### config.mk
export PLATFORM = sky130hd
export DESIGN_NAME = nested_interrupt_priority_controller_core
export DESIGN_NICKNAME = d
export VERILOG_FILES = /design/src/rtl/core/npc_pkg.sv /design/src/rtl/core/nested_interrupt_priority_controller_core.sv /design/src/rtl/core/npc_ram.sv
export SDC_FILE = /design/constraint.sdc
export NUM_CORES = 1
export LEC_CHECK = 0
export BUFFER_PORTS_ARGS = -buffer_cell sky130_fd_sc_hd__buf_2
export CORE_MARGIN = 1
export CORE_UTILIZATION = 68
export CTS_CLUSTER_DIAMETER = 80
export DETAILED_ROUTE_END_ITERATION = 16
export HOLD_SLACK_MARGIN = 0.05
export PLACE_DENSITY = 0.85
export SLEW_MARGIN = 10
export SYNTH_ARGS = -nofsm -noshare
export SYNTH_HDL_FRONTEND = slang
export SYNTH_HIERARCHICAL = 1
export SYNTH_SLANG_ARGS = --single-unit
export TNS_END_PERCENT = 5
### constraint.sdc
create_clock -name clk_i -period 10.9 [get_ports clk_i]
set_clock_uncertainty 0.1 [all_clocks]
set_input_delay 0.545 -clock clk_i [delete_from_list [all_inputs] [get_ports clk_i]]
set_output_delay 0.545 -clock clk_i [all_outputs]
set_load 0.005 [all_outputs]
### src/rtl/core/npc_pkg.sv
// Package of the nested priority interrupt controller: sizes, codes, item types
// and the priority lookup. Used by nested_interrupt_priority_controller_core.
package npc_pkg;

  localparam int unsigned NEST_DEPTH    = 16;
  localparam int unsigned PENDING_DEPTH = 16;
  localparam int unsigned NUM_VECTORS   = 16;

  localparam int unsigned NEST_AW = $clog2(NEST_DEPTH);
  localparam int unsigned NEST_CW = $clog2(NEST_DEPTH + 1);
  localparam int unsigned PEND_AW = $clog2(PENDING_DEPTH);
  localparam int unsigned PEND_CW = $clog2(PENDING_DEPTH + 1);

  localparam int unsigned VEC_W   = 4;
  localparam int unsigned PRIO_W  = 4;
  localparam int unsigned STAMP_W = 8;
  localparam int unsigned PEND_W  = STAMP_W + VEC_W;

  localparam int unsigned PADDR_W = 3;

  typedef enum logic [1:0] {
    FUNC_HW_REQ = 2'd0,
    FUNC_SW_ENTRY = 2'd1,
    FUNC_RETURN = 2'd2,
    FUNC_NONE = 2'd3
  } func_e;

  typedef enum logic [1:0] {
    ERR_NONE = 2'd0,
    ERR_PENDING_FULL = 2'd1,
    ERR_NEST_FULL = 2'd2,
    ERR_NOTHING_ACTIVE = 2'd3
  } err_e;

  typedef enum logic {
    REG_PRIO_LOW = 1'b0,
    REG_PRIO_HIGH = 1'b1
  } reg_e;

  typedef enum logic [2:0] {
    ST_IDLE,
    ST_READ,
    ST_SCAN,
    ST_DECIDE,
    ST_SHIFT,
    ST_DONE
  } state_e;

  typedef struct packed {
    logic [1:0]       func;
    logic [VEC_W-1:0] vector;
  } in_item_t;

  typedef struct packed {
    logic             dispatched;
    logic [VEC_W-1:0] dispatched_vector;
    logic             from_pending;
    logic             queued;
    logic [1:0]       error_code;
    logic [4:0]       active_depth;
  } out_item_t;

  // Four-bit priority of a vector from the two priority registers.
  function automatic logic [PRIO_W-1:0] prio_of(input logic [31:0] lo,
                                               input logic [31:0] hi,
                                               input logic [VEC_W-1:0] vec);
    logic [31:0] word;
    word = vec[3] ? hi : lo;
    return word[{vec[2:0], 2'b00} +: PRIO_W];
  endfunction

endpackage

### src/rtl/core/nested_interrupt_priority_controller_core.sv
// Nested priority interrupt controller. Each item is a hardware request, a
// software entry or a return, and gives one result item. Hardware requests,
// software entries, invalid events and returns that find nothing active or no
// pending request go from the read state straight to the result. A return that
// finds requests pending walks the pending store one entry per cycle through
// its single read port to find the best request, and when it dispatches that
// request closes the store up one entry per cycle. The next item can be taken
// in the cycle after the result is loaded; loading waits while the result side
// stalls. Depends on npc_pkg and npc_ram.
module nested_interrupt_priority_controller_core (
  input  logic                      clk_i,
  input  logic                      rst_ni,
  input  logic                      in_valid_i,
  output logic                      in_stall_o,
  input  npc_pkg::in_item_t         in_data_i,
  output logic                      out_valid_o,
  input  logic                      out_stall_i,
  output npc_pkg::out_item_t        out_data_o,
  input  logic                      psel,
  input  logic                      penable,
  input  logic                      pwrite,
  input  logic [npc_pkg::PADDR_W-1:0] paddr,
  input  logic [31:0]               pwdata,
  output logic [31:0]               prdata,
  output logic                      pready
);

  localparam int unsigned NAW = npc_pkg::NEST_AW;
  localparam int unsigned NCW = npc_pkg::NEST_CW;
  localparam int unsigned PAW = npc_pkg::PEND_AW;
  localparam int unsigned PCW = npc_pkg::PEND_CW;
  localparam int unsigned VW  = npc_pkg::VEC_W;
  localparam int unsigned PW  = npc_pkg::PRIO_W;

  npc_pkg::state_e    state_q, state_d;
  logic [1:0]         func_q, func_d;
  logic [VW-1:0]      vec_q, vec_d;
  logic [31:0]        prio_lo_q, prio_hi_q;
  logic [NCW-1:0]     hw_cnt_q, hw_cnt_d;
  logic [NCW-1:0]     nest_cnt_q, nest_cnt_d;
  logic [PCW-1:0]     pend_cnt_q, pend_cnt_d;
  logic [7:0]         arr_q, arr_d;
  logic [PAW-1:0]     scan_idx_q, scan_idx_d;
  logic [PAW-1:0]     best_idx_q, best_idx_d;
  logic [PW-1:0]      best_prio_q, best_prio_d;
  logic [VW-1:0]      best_vec_q, best_vec_d;
  logic [PCW-1:0]     shift_idx_q, shift_idx_d;
  npc_pkg::out_item_t res_q, res_d;
  npc_pkg::out_item_t out_q;
  logic               out_valid_q;

  logic               in_accept, out_load, cfg_write;

  logic               hw_we, kind_we, pend_we;
  logic [NAW-1:0]     hw_waddr, kind_waddr;
  logic [VW-1:0]      hw_wdata, hw_rdata;
  logic               kind_wdata, kind_rdata;
  logic [PAW-1:0]     pend_waddr, pend_raddr;
  logic [npc_pkg::PEND_W-1:0] pend_wdata, pend_rdata;

  logic               vec_ok, hw_outranks, pend_outranks, pend_better;
  logic [PW-1:0]      scan_prio;

  // Configuration port.
  assign pready    = 1'b1;
  assign cfg_write = psel && penable && pwrite;
  assign prdata    = (npc_pkg::reg_e'(paddr[2]) == npc_pkg::REG_PRIO_HIGH) ? prio_hi_q
                                                                          : prio_lo_q;

  always_ff @(posedge clk_i or negedge rst_ni) begin
    if (!rst_ni) begin
      prio_lo_q <= '0;
      prio_hi_q <= '0;
    end else if (cfg_write) begin
      unique case (npc_pkg::reg_e'(paddr[2]))
        npc_pkg::REG_PRIO_LOW:  prio_lo_q <= pwdata;
        npc_pkg::REG_PRIO_HIGH: prio_hi_q <= pwdata;
        default:                prio_lo_q <= prio_lo_q;
      endcase
    end
  end

  // Stacks and pending store. The stack read addresses follow the counts, so the
  // top entries are ready in the cycle after any count change.
  npc_ram #(.WIDTH(VW), .DEPTH(npc_pkg::NEST_DEPTH)) u_hw_stack (
    .clk_i  (clk_i),
    .we_i   (hw_we),
    .waddr_i(hw_waddr),
    .wdata_i(hw_wdata),
    .raddr_i(NAW'(hw_cnt_q - NCW'(1))),
    .rdata_o(hw_rdata)
  );

  npc_ram #(.WIDTH(1), .DEPTH(npc_pkg::NEST_DEPTH)) u_kind_stack (
    .clk_i  (clk_i),
    .we_i   (kind_we),
    .waddr_i(kind_waddr),
    .wdata_i(kind_wdata),
    .raddr_i(NAW'(nest_cnt_q - NCW'(1))),
    .rdata_o(kind_rdata)
  );

  npc_ram #(.WIDTH(npc_pkg::PEND_W), .DEPTH(npc_pkg::PENDING_DEPTH)) u_pending (
    .clk_i  (clk_i),
    .we_i   (pend_we),
    .waddr_i(pend_waddr),
    .wdata_i(pend_wdata),
    .raddr_i(pend_raddr),
    .rdata_o(pend_rdata)
  );

  assign in_stall_o  = (state_q != npc_pkg::ST_IDLE);
  assign in_accept   = in_valid_i && !in_stall_o;
  assign out_load    = (state_q == npc_pkg::ST_DONE) && (!out_valid_q || !out_stall_i);
  assign out_valid_o = out_valid_q;
  assign out_data_o  = out_q;

  assign vec_ok = ({1'b0, vec_q} < (VW + 1)'(npc_pkg::NUM_VECTORS));
  assign hw_outranks = (hw_cnt_q == '0) ||
      (npc_pkg::prio_of(prio_lo_q, prio_hi_q, vec_q) >
       npc_pkg::prio_of(prio_lo_q, prio_hi_q, hw_rdata));
  assign pend_outranks = (hw_cnt_q == '0) ||
      (best_prio_q > npc_pkg::prio_of(prio_lo_q, prio_hi_q, hw_rdata));
  assign scan_prio   = npc_pkg::prio_of(prio_lo_q, prio_hi_q, pend_rdata[VW-1:0]);
  assign pend_better = (scan_idx_q == '0) || (scan_prio > best_prio_q);

  // Next state.
  always_comb begin
    state_d = state_q;
    unique case (state_q)
      npc_pkg::ST_IDLE: begin
        if (in_accept) begin
          state_d = npc_pkg::ST_READ;
        end
      end
      npc_pkg::ST_READ: begin
        if (npc_pkg::func_e'(func_q) == npc_pkg::FUNC_RETURN && nest_cnt_q != '0 &&
            pend_cnt_q != '0) begin
          state_d = npc_pkg::ST_SCAN;
        end else begin
          state_d = npc_pkg::ST_DONE;
        end
      end
      npc_pkg::ST_SCAN: begin
        if (PCW'(scan_idx_q) + PCW'(1) == pend_cnt_q) begin
          state_d = npc_pkg::ST_DECIDE;
        end
      end
      npc_pkg::ST_DECIDE: begin
        if (pend_outranks && nest_cnt_q < NCW'(npc_pkg::NEST_DEPTH) &&
            hw_cnt_q < NCW'(npc_pkg::NEST_DEPTH)) begin
          state_d = npc_pkg::ST_SHIFT;
        end else begin
          state_d = npc_pkg::ST_DONE;
        end
      end
      npc_pkg::ST_SHIFT: begin
        if (shift_idx_q >= pend_cnt_q) begin
          state_d = npc_pkg::ST_DONE;
        end
      end
      npc_pkg::ST_DONE: begin
        if (out_load) begin
          state_d = npc_pkg::ST_IDLE;
        end
      end
      default: state_d = npc_pkg::ST_IDLE;
    endcase
  end

  // Datapath and memory controls.
  always_comb begin
    func_d      = func_q;
    vec_d       = vec_q;
    hw_cnt_d    = hw_cnt_q;
    nest_cnt_d  = nest_cnt_q;
    pend_cnt_d  = pend_cnt_q;
    arr_d       = arr_q;
    scan_idx_d  = scan_idx_q;
    best_idx_d  = best_idx_q;
    best_prio_d = best_prio_q;
    best_vec_d  = best_vec_q;
    shift_idx_d = shift_idx_q;
    res_d       = res_q;
    hw_we       = 1'b0;
    hw_waddr    = NAW'(hw_cnt_q);
    hw_wdata    = vec_q;
    kind_we     = 1'b0;
    kind_waddr  = NAW'(nest_cnt_q);
    kind_wdata  = 1'b1;
    pend_we     = 1'b0;
    pend_waddr  = PAW'(pend_cnt_q);
    pend_wdata  = {arr_q, vec_q};
    pend_raddr  = '0;

    unique case (state_q)
      npc_pkg::ST_IDLE: begin
        if (in_accept) begin
          func_d = in_data_i.func;
          vec_d  = in_data_i.vector;
          res_d  = '0;
        end
      end
      npc_pkg::ST_READ: begin
        pend_raddr = '0;
        scan_idx_d = '0;
        unique case (npc_pkg::func_e'(func_q))
          npc_pkg::FUNC_HW_REQ: begin
            if (vec_ok) begin
              if (hw_outranks) begin
                if (nest_cnt_q >= NCW'(npc_pkg::NEST_DEPTH) ||
                    hw_cnt_q >= NCW'(npc_pkg::NEST_DEPTH)) begin
                  res_d.error_code = npc_pkg::ERR_NEST_FULL;
                end else begin
                  hw_we      = 1'b1;
                  kind_we    = 1'b1;
                  hw_cnt_d   = hw_cnt_q + NCW'(1);
                  nest_cnt_d = nest_cnt_q + NCW'(1);
                  res_d.dispatched        = 1'b1;
                  res_d.dispatched_vector = vec_q;
                end
              end else if (pend_cnt_q >= PCW'(npc_pkg::PENDING_DEPTH)) begin
                res_d.error_code = npc_pkg::ERR_PENDING_FULL;
              end else begin
                pend_we    = 1'b1;
                pend_cnt_d = pend_cnt_q + PCW'(1);
                arr_d      = arr_q + 8'd1;
                res_d.queued = 1'b1;
              end
            end
          end
          npc_pkg::FUNC_SW_ENTRY: begin
            if (vec_ok) begin
              if (nest_cnt_q >= NCW'(npc_pkg::NEST_DEPTH)) begin
                res_d.error_code = npc_pkg::ERR_NEST_FULL;
              end else begin
                kind_we    = 1'b1;
                kind_wdata = 1'b0;
                nest_cnt_d = nest_cnt_q + NCW'(1);
                res_d.dispatched        = 1'b1;
                res_d.dispatched_vector = vec_q;
              end
            end
          end
          npc_pkg::FUNC_RETURN: begin
            if (nest_cnt_q == '0) begin
              res_d.error_code = npc_pkg::ERR_NOTHING_ACTIVE;
            end else begin
              nest_cnt_d = nest_cnt_q - NCW'(1);
              if (kind_rdata && hw_cnt_q != '0) begin
                hw_cnt_d = hw_cnt_q - NCW'(1);
              end
            end
          end
          default: begin
            res_d = '0;
          end
        endcase
      end
      npc_pkg::ST_SCAN: begin
        // Entry scan_idx_q arrives now; the next one is requested.
        pend_raddr = scan_idx_q + PAW'(1);
        scan_idx_d = scan_idx_q + PAW'(1);
        if (pend_better) begin
          best_idx_d  = scan_idx_q;
          best_prio_d = scan_prio;
          best_vec_d  = pend_rdata[VW-1:0];
        end
      end
      npc_pkg::ST_DECIDE: begin
        pend_raddr = best_idx_q + PAW'(1);
        shift_idx_d = PCW'(best_idx_q);
        if (pend_outranks && nest_cnt_q < NCW'(npc_pkg::NEST_DEPTH) &&
            hw_cnt_q < NCW'(npc_pkg::NEST_DEPTH)) begin
          hw_we      = 1'b1;
          hw_wdata   = best_vec_q;
          kind_we    = 1'b1;
          hw_cnt_d   = hw_cnt_q + NCW'(1);
          nest_cnt_d = nest_cnt_q + NCW'(1);
          pend_cnt_d = pend_cnt_q - PCW'(1);
          res_d.dispatched        = 1'b1;
          res_d.dispatched_vector = best_vec_q;
          res_d.from_pending      = 1'b1;
        end
      end
      npc_pkg::ST_SHIFT: begin
        // Close the gap: entry shift_idx_q + 1 arrives and moves down by one.
        pend_raddr = PAW'(shift_idx_q + PCW'(2));
        if (shift_idx_q < pend_cnt_q) begin
          pend_we     = 1'b1;
          pend_waddr  = PAW'(shift_idx_q);
          pend_wdata  = pend_rdata;
          shift_idx_d = shift_idx_q + PCW'(1);
        end
      end
      npc_pkg::ST_DONE: begin
        res_d.active_depth = 5'(nest_cnt_q);
      end
      default: begin
        res_d = res_q;
      end
    endcase
  end

  always_ff @(posedge clk_i or negedge rst_ni) begin
    if (!rst_ni) begin
      state_q     <= npc_pkg::ST_IDLE;
      hw_cnt_q    <= '0;
      nest_cnt_q  <= '0;
      pend_cnt_q  <= '0;
      arr_q       <= '0;
      out_valid_q <= 1'b0;
    end else begin
      state_q    <= state_d;
      hw_cnt_q   <= hw_cnt_d;
      nest_cnt_q <= nest_cnt_d;
      pend_cnt_q <= pend_cnt_d;
      arr_q      <= arr_d;
      if (out_load) begin
        out_valid_q <= 1'b1;
      end else if (!out_stall_i) begin
        out_valid_q <= 1'b0;
      end
    end
  end

  always_ff @(posedge clk_i) begin
    func_q      <= func_d;
    vec_q       <= vec_d;
    scan_idx_q  <= scan_idx_d;
    best_idx_q  <= best_idx_d;
    best_prio_q <= best_prio_d;
    best_vec_q  <= best_vec_d;
    shift_idx_q <= shift_idx_d;
    res_q       <= res_d;
    if (out_load) begin
      out_q <= res_d;
    end
  end

endmodule

### src/rtl/core/npc_ram.sv
// Generic single-write, single-read RAM with a registered read port.
// Used for the stacks and the pending store of the interrupt controller.
module npc_ram #(
  parameter int unsigned WIDTH = 8,
  parameter int unsigned DEPTH = 16
) (
  input  logic                     clk_i,
  input  logic                     we_i,
  input  logic [$clog2(DEPTH)-1:0] waddr_i,
  input  logic [WIDTH-1:0]         wdata_i,
  input  logic [$clog2(DEPTH)-1:0] raddr_i,
  output logic [WIDTH-1:0]         rdata_o
);

  logic [WIDTH-1:0] mem_q [DEPTH];
  logic [WIDTH-1:0] rdata_q;

  always_ff @(posedge clk_i) begin
    if (we_i) begin
      mem_q[waddr_i] <= wdata_i;
    end
    rdata_q <= mem_q[raddr_i];
  end

  assign rdata_o = rdata_q;

endmodule
# Word-level counts from Yosys, hierarchy flattened
# Memory sizes are Yosys's and may differ from the RTL's. A register that Yosys moved wholly into a read port is not among the register bits.
# Cells that the tools add are included.
dict set report totals {
  register_bits 146
  mem_count 3
  ram_bits 272
  output_inout_bits 49
  word_cells 208
}
dict set report classes {
  order_cmp 10
  add_sub_neg 12
  mux 84
  n_shift 3
  n_eq_ne 25
  reduce_logical 41
  n_bitwise 3
}
# name words word_bits rd rd_clocked_by_memory_dff wr line_no
set memory_table {}
lappend memory_table {u_pending.mem_q 16 12 1 1 1 npc_ram.sv:15} ;# logic [WIDTH-1:0] mem_q [DEPTH];
lappend memory_table {u_hw_stack.mem_q 16 4 1 1 1 npc_ram.sv:15}
lappend memory_table {u_kind_stack.mem_q 16 1 1 1 1 npc_ram.sv:15}
# op count
set ops {}
lappend ops {{$mux W32} 4}
lappend ops {{$shiftx A32 B6 Y4} 3}
lappend ops {{$mux W5} 19}
lappend ops {{$pmux W5 S2} 5}
lappend ops {{$pmux W5 S3} 3}
lappend ops {{$mux W1} 24}
lappend ops {{$mux W12} 2}
lappend ops {{$add A5 B1 Y5 const B} 4}
lappend ops {{$pmux W3 S6} 1}
lappend ops {{$pmux W6 S3} 1}
lappend ops {{$mux W4} 4}
lappend ops {{$ne A2 B2 Y1 const B} 8}
lappend ops {{$ge A5 B5 Y1 const B} 3}
lappend ops {{$mux W3} 5}
lappend ops {{$ne A3 B3 Y1 const B} 5}
lappend ops {{$reduce_bool A5 Y1} 3}
lappend ops {{$sub A5 B1 Y5 const B} 3}
lappend ops {{$mux W14} 1}
lappend ops {{$reduce_and A7 Y1} 2}
lappend ops {{$gt A4 B4 Y1} 3}
lappend ops {{$pmux W4 S3} 1}
lappend ops {{$logic_not A5 Y1} 2}
lappend ops {{$lt A5 B5 Y1 const B} 2}
lappend ops {{$mux W2} 5}
lappend ops {{other kinds (34)} 65}

# Logic depth before layout (Yosys ltp)
dict set report logic_depth {
  ltp_word 10
  ltp_mapped 14
}

# Modules after synthesis
# Netlist, hierarchy kept.
# module cells_per_inst seq_area_each_um2 area_each_um2 n_inst
set by_module_without_submodules {}
lappend by_module_without_submodules {nested_interrupt_priority_controller_core 695 3788.6 8939.8 1}
lappend by_module_without_submodules {{npc_ram at u_pending} 329 6005.8 7599.8 1}
lappend by_module_without_submodules {{npc_ram at u_hw_stack} 130 2001.9 2666.3 1}
lappend by_module_without_submodules {{npc_ram at u_kind_stack} 47 500.5 745.7 1}

# Least setup slack after synthesis
# No wires, ideal clock.
dict set report synth_path {
  path_kind {flip-flop to flip-flop}
  startpoint {register vec_q[3]}
  endpoint {memory u_pending/mem_q[0][0] (netlist name) (enable)}
  path_buffers 3
  period_less_slack_ns 4.970
  required_ns 10.404
  setup_time_ns 0.396
  path_stages_with_launch 14
  slack_ns 5.930
  arrival_ns 4.473
  path_cell_list {edfxtp_1 buf_2 buf_2 mux4_2 mux4_2 ha_1 nand2_1 or3_4 o21ai_2 and3_1 buf_6 or2_2 or3b_1 nor3_1}
}
dict set report synth_via {
  elab_chain_cells 9
}
# item line_no
set synth_lines {}
lappend synth_lines {{start, declared} nested_interrupt_priority_controller_core.sv:37} ;# logic [VW-1:0] vec_q, vec_d;
lappend synth_lines {{start signal, assigned} nested_interrupt_priority_controller_core.sv:329} ;# vec_q <= vec_d;
lappend synth_lines {{$mux W32} npc_pkg.sv:68} ;# word = vec[3] ? hi : lo;
lappend synth_lines {{$shiftx A32 B6 Y4} npc_pkg.sv:69} ;# return word[{vec[2:0], 2'b00} +: PRIO_W];
lappend synth_lines {{$gt A4 B4 Y1} nested_interrupt_priority_controller_core.sv:120} ;# (npc_pkg::prio_of(prio_lo_q, prio_hi_q, vec_q) >
lappend synth_lines {{$logic_or A1 B1 Y1} nested_interrupt_priority_controller_core.sv:119} ;# assign hw_outranks = (hw_cnt_q == '0) ||
lappend synth_lines {{$mux W1} nested_interrupt_priority_controller_core.sv:210} ;# if (hw_outranks) begin
lappend synth_lines {{$mux W1} nested_interrupt_priority_controller_core.sv:207} ;# unique case (npc_pkg::func_e'(func_q))
lappend synth_lines {{$pmux W1 S2} nested_interrupt_priority_controller_core.sv:196} ;# unique case (state_q)
lappend synth_lines {{named net pend_we} nested_interrupt_priority_controller_core.sv:54} ;# logic hw_we, kind_we, pend_we;
lappend synth_lines {{$mux W1} npc_ram.sv:19} ;# if (we_i) begin
lappend synth_lines {{$mux W1 (implied by the code)} npc_ram.sv:20} ;# mem_q[waddr_i] <= wdata_i;
lappend synth_lines {{end, declared} npc_ram.sv:15}
# The timed path passes the listed nets, and every way through them passes these cells.

# Worst setup path after layout
dict set report layout_path {
  startpoint {register u_hw_stack.rdata_q[0] (netlist: u_hw_stack/rdata_o[0]), read port of u_hw_stack.mem_q}
  endpoint {memory u_hw_stack/mem_q[0][3] (netlist name) (enable)}
}
dict set report layout_via {
  elab_chain_cells 9
  elab_cells_between_ends 13
  cone_classes {order compare (2); shift (1); mux (6); reduce/logical (4)}
}
# item line_no
set layout_lines {}
lappend layout_lines {{start, declared} npc_ram.sv:16} ;# logic [WIDTH-1:0] rdata_q;
lappend layout_lines {{$shiftx A32 B6 Y4 *} npc_pkg.sv:69}
lappend layout_lines {{$gt A4 B4 Y1} nested_interrupt_priority_controller_core.sv:123} ;# (best_prio_q > npc_pkg::prio_of(prio_lo_q, prio_hi_q, hw_rdata));
lappend layout_lines {{$logic_or A1 B1 Y1} nested_interrupt_priority_controller_core.sv:122} ;# assign pend_outranks = (hw_cnt_q == '0) ||
lappend layout_lines {{$logic_and A1 B1 Y1 (2 in series)} nested_interrupt_priority_controller_core.sv:273} ;# if (pend_outranks && nest_cnt_q < NCW'(npc_pkg::NEST_DEPTH) &&
lappend layout_lines {{$mux W1} nested_interrupt_priority_controller_core.sv:273}
lappend layout_lines {{$pmux W1 S2 *} nested_interrupt_priority_controller_core.sv:196}
lappend layout_lines {{named net hw_we} nested_interrupt_priority_controller_core.sv:54}
lappend layout_lines {{$mux W1 *} npc_ram.sv:19}
lappend layout_lines {{$mux W1 (implied by the code) *} npc_ram.sv:20}
lappend layout_lines {{end, declared} npc_ram.sv:15}
# The timed path passes the listed nets; every way through them passes the cells marked *.

==> qor.yml <==
first_iter_violations: 710
yosys_warnings: 6
syn2layout_area_growth_pct: 10.63
drt-total-wl_mm: 31.19
dieArea_mm2: 0.02207
swShare_pct: 34.86
htree_num_levels: 1
fin_crit_sh_pct: 45.75
hold_viol: 0
crit_fanout: 18
setup_slack_ns: 5.914
ioPinCount: 97
die_h_um: 148.6
dpl.hpwl_mm: 21.08
cap_violations: 0
clock_power_share_pct: 23.7
vias: 9033
diodes: 0
fmax_ghz: 0.2005
syn_nets: 1057
grt_pass1_vias: 9243
numClockSinks: 291
antenna_found_initial: 0
grt_max_degree: 84
cp_data_arrival_time_ns: 5.07
cts_tree: "done"
dr.pass1.iters: 5
final_antenna_net_count: 0
path_class: "reg2reg"
setup_viol: 0
place.gp.congestion: 0.8805
fp.coreArea_mm2: 0.02102
start_util_pct: 69.47
clk_path_buf_depth: 3
slew_headroom_pct: 25.93
powerDensity_mw_per_mm2: 267.4
grt_remaining_overflow: 0
cts_resized: 0
cts_buffers: 30
drive_gt1_share_pct: 32.40
clkLatencyLatePin_ns: 0.55
syn_avg_cell_area_um2: 14.99
slew_viol_final: 0
hold_buffers: 0
clk_pin_slew_ns: 0.06
required_ns: 10.98
status: "finished clean"
place_inst: 1292
cp-start-kind: "flip-flop"
stdcell_count: 1346
rsz0062_at_grt: "false"
grt_pass1_wl_mm: 49.63
p_comb_share_pct: 37.7
fp-row-count: 53
dp_slack_ns: 5.996
period_needed_ns: 4.986
portBuffers: 93
hold_class: "in2reg"
nets: 1132
power.ir.vdd_worst_mv: 0.1825
syn_area_mm2: 0.01460
synth_cells: 974
p_int_uw: 2815
end_kind: "flip-flop"
leakagePower_uw: 0.006135
wl_per_cell_um: 23.17
drc: 0
grt_util_all_layers_pct: 29.33
p_switching_uw: 1507
vias_per_cell: 6.711
cts-root-buf: "clkbuf_16"
cts_setup_buffers: 0
die_x_um: 148.6
setup_tns_ns: 0
power_frac_seq_pct: 38.7
tightest_slew_ns: 1.111
registers in the layout (all words and copies together) (netlist names), 5 cells and up:
signal	count
out_data_o	14
u_pending/mem_q	64
pend_cnt_q	5
prio_hi_q	32
res_q	14
u_hw_stack/mem_q	64
hw_cnt_q	5
nest_cnt_q	5
shift_idx_q	5
u_kind_stack/mem_q	16
prio_lo_q	32
critical path, cell delays in order (launching register included):
cell      delay, ns
dfxtp_1        0.89
mux4_2         0.44
mux4_2         0.50
inv_1          0.09
ha_1           0.24
nand4_1        0.11
o21ai_1        0.11
a211oi_4       0.75
a31o_2         0.33
or3b_2         0.54
nor3_1         0.50
final cells by class:
cell class / instances / area [um2]
Clock buffer: 36 / 783.3
Clock inverter: 18 / 214.0
Fill cell: 1162 / 4865
Inverter: 34 / 127.6
Multi-Input combinational cell: 593 / 6082
Sequential cell: 291 / 8093
Tap cell: 275 / 344.1
Timing Repair Buffer: 99 / 513.0
layout by cell type, fill, tap and decap left out, types with 24 or more instances in the layout:
| master | instances |
|---|---|
| edfxtp_1 | 185 |
| mux2_2 | 104 |
| buf_2 | 92 |
| dfrtp_1 | 83 |
| mux4_2 | 73 |
| nor2_1 | 62 |
| nand2_1 | 41 |
| inv_1 | 34 |
| ha_1 | 34 |
| clkbuf_16 | 30 |
| o21ai_0 | 24 |
per-stage QoR:
stage	cell area [um2]	util [%]	hold slack, ns	total power [uW]
2_1_floorplan	14600	-	0.1494	2862
3_3_place_gp	15150	72.08	0.3551	3222
3_5_place_dp	15150	72.08	0.3541	3273
4_1_cts	16150	76.82	0.05448	4315
5_1_grt	16160	76.86	0.06211	4522
6_report	16160	76.86	0.06907	4321
per-layer routing:
metal | part of all wire (%) | vias to the layer above | GRT usage, %
li1 | - | 3941 | -
met3 | 7.2 | 69 | 4.509
met5 | 0 | - | 0
met4 | 2.5 | 0 | 9.072
met1 | 40 | 4586 | 39.40
met2 | 50 | 437 | 49.70
final timing paths:
check	from	to	slack (ns)	depth (start not counted)
worst max register to register	u_hw_stack/rdata_o[0]$_DFF_P_	u_hw_stack/mem_q[0][3]$_DFFE_PP_	5.91	10
worst min register to register	res_q[4]$_DFF_P_	res_q[4]$_DFF_P_	0.38	1
max in group asynchronous	rst_ni	nest_cnt_q[1]$_DFFE_PN0P_	9.88	1
min in group asynchronous	rst_ni	prio_lo_q[20]$_DFFE_PN0P_	0.09	1
worst max-delay path	u_hw_stack/rdata_o[0]$_DFF_P_	u_hw_stack/mem_q[0][3]$_DFFE_PP_	5.91	10
worst min-delay path	in_data_i[3]	vec_q[3]$_DFFE_PP_	0.07	1
power by group through the flow:
| stage | registers (uW) | clock network (uW) | logic [uW] |
|---|---|---|---|
| finish | 1670 | 1020 | 1630 |
| floorplan | 1560 | 0 | 1300 |
| detailed placement | 1680 | 0 | 1590 |
| CTS | 1660 | 1030 | 1620 |
| global placement | 1670 | 0 | 1550 |
| global route | 1690 | 1070 | 1750 |
No activity file was read; power rests on OpenSTA's default activity.
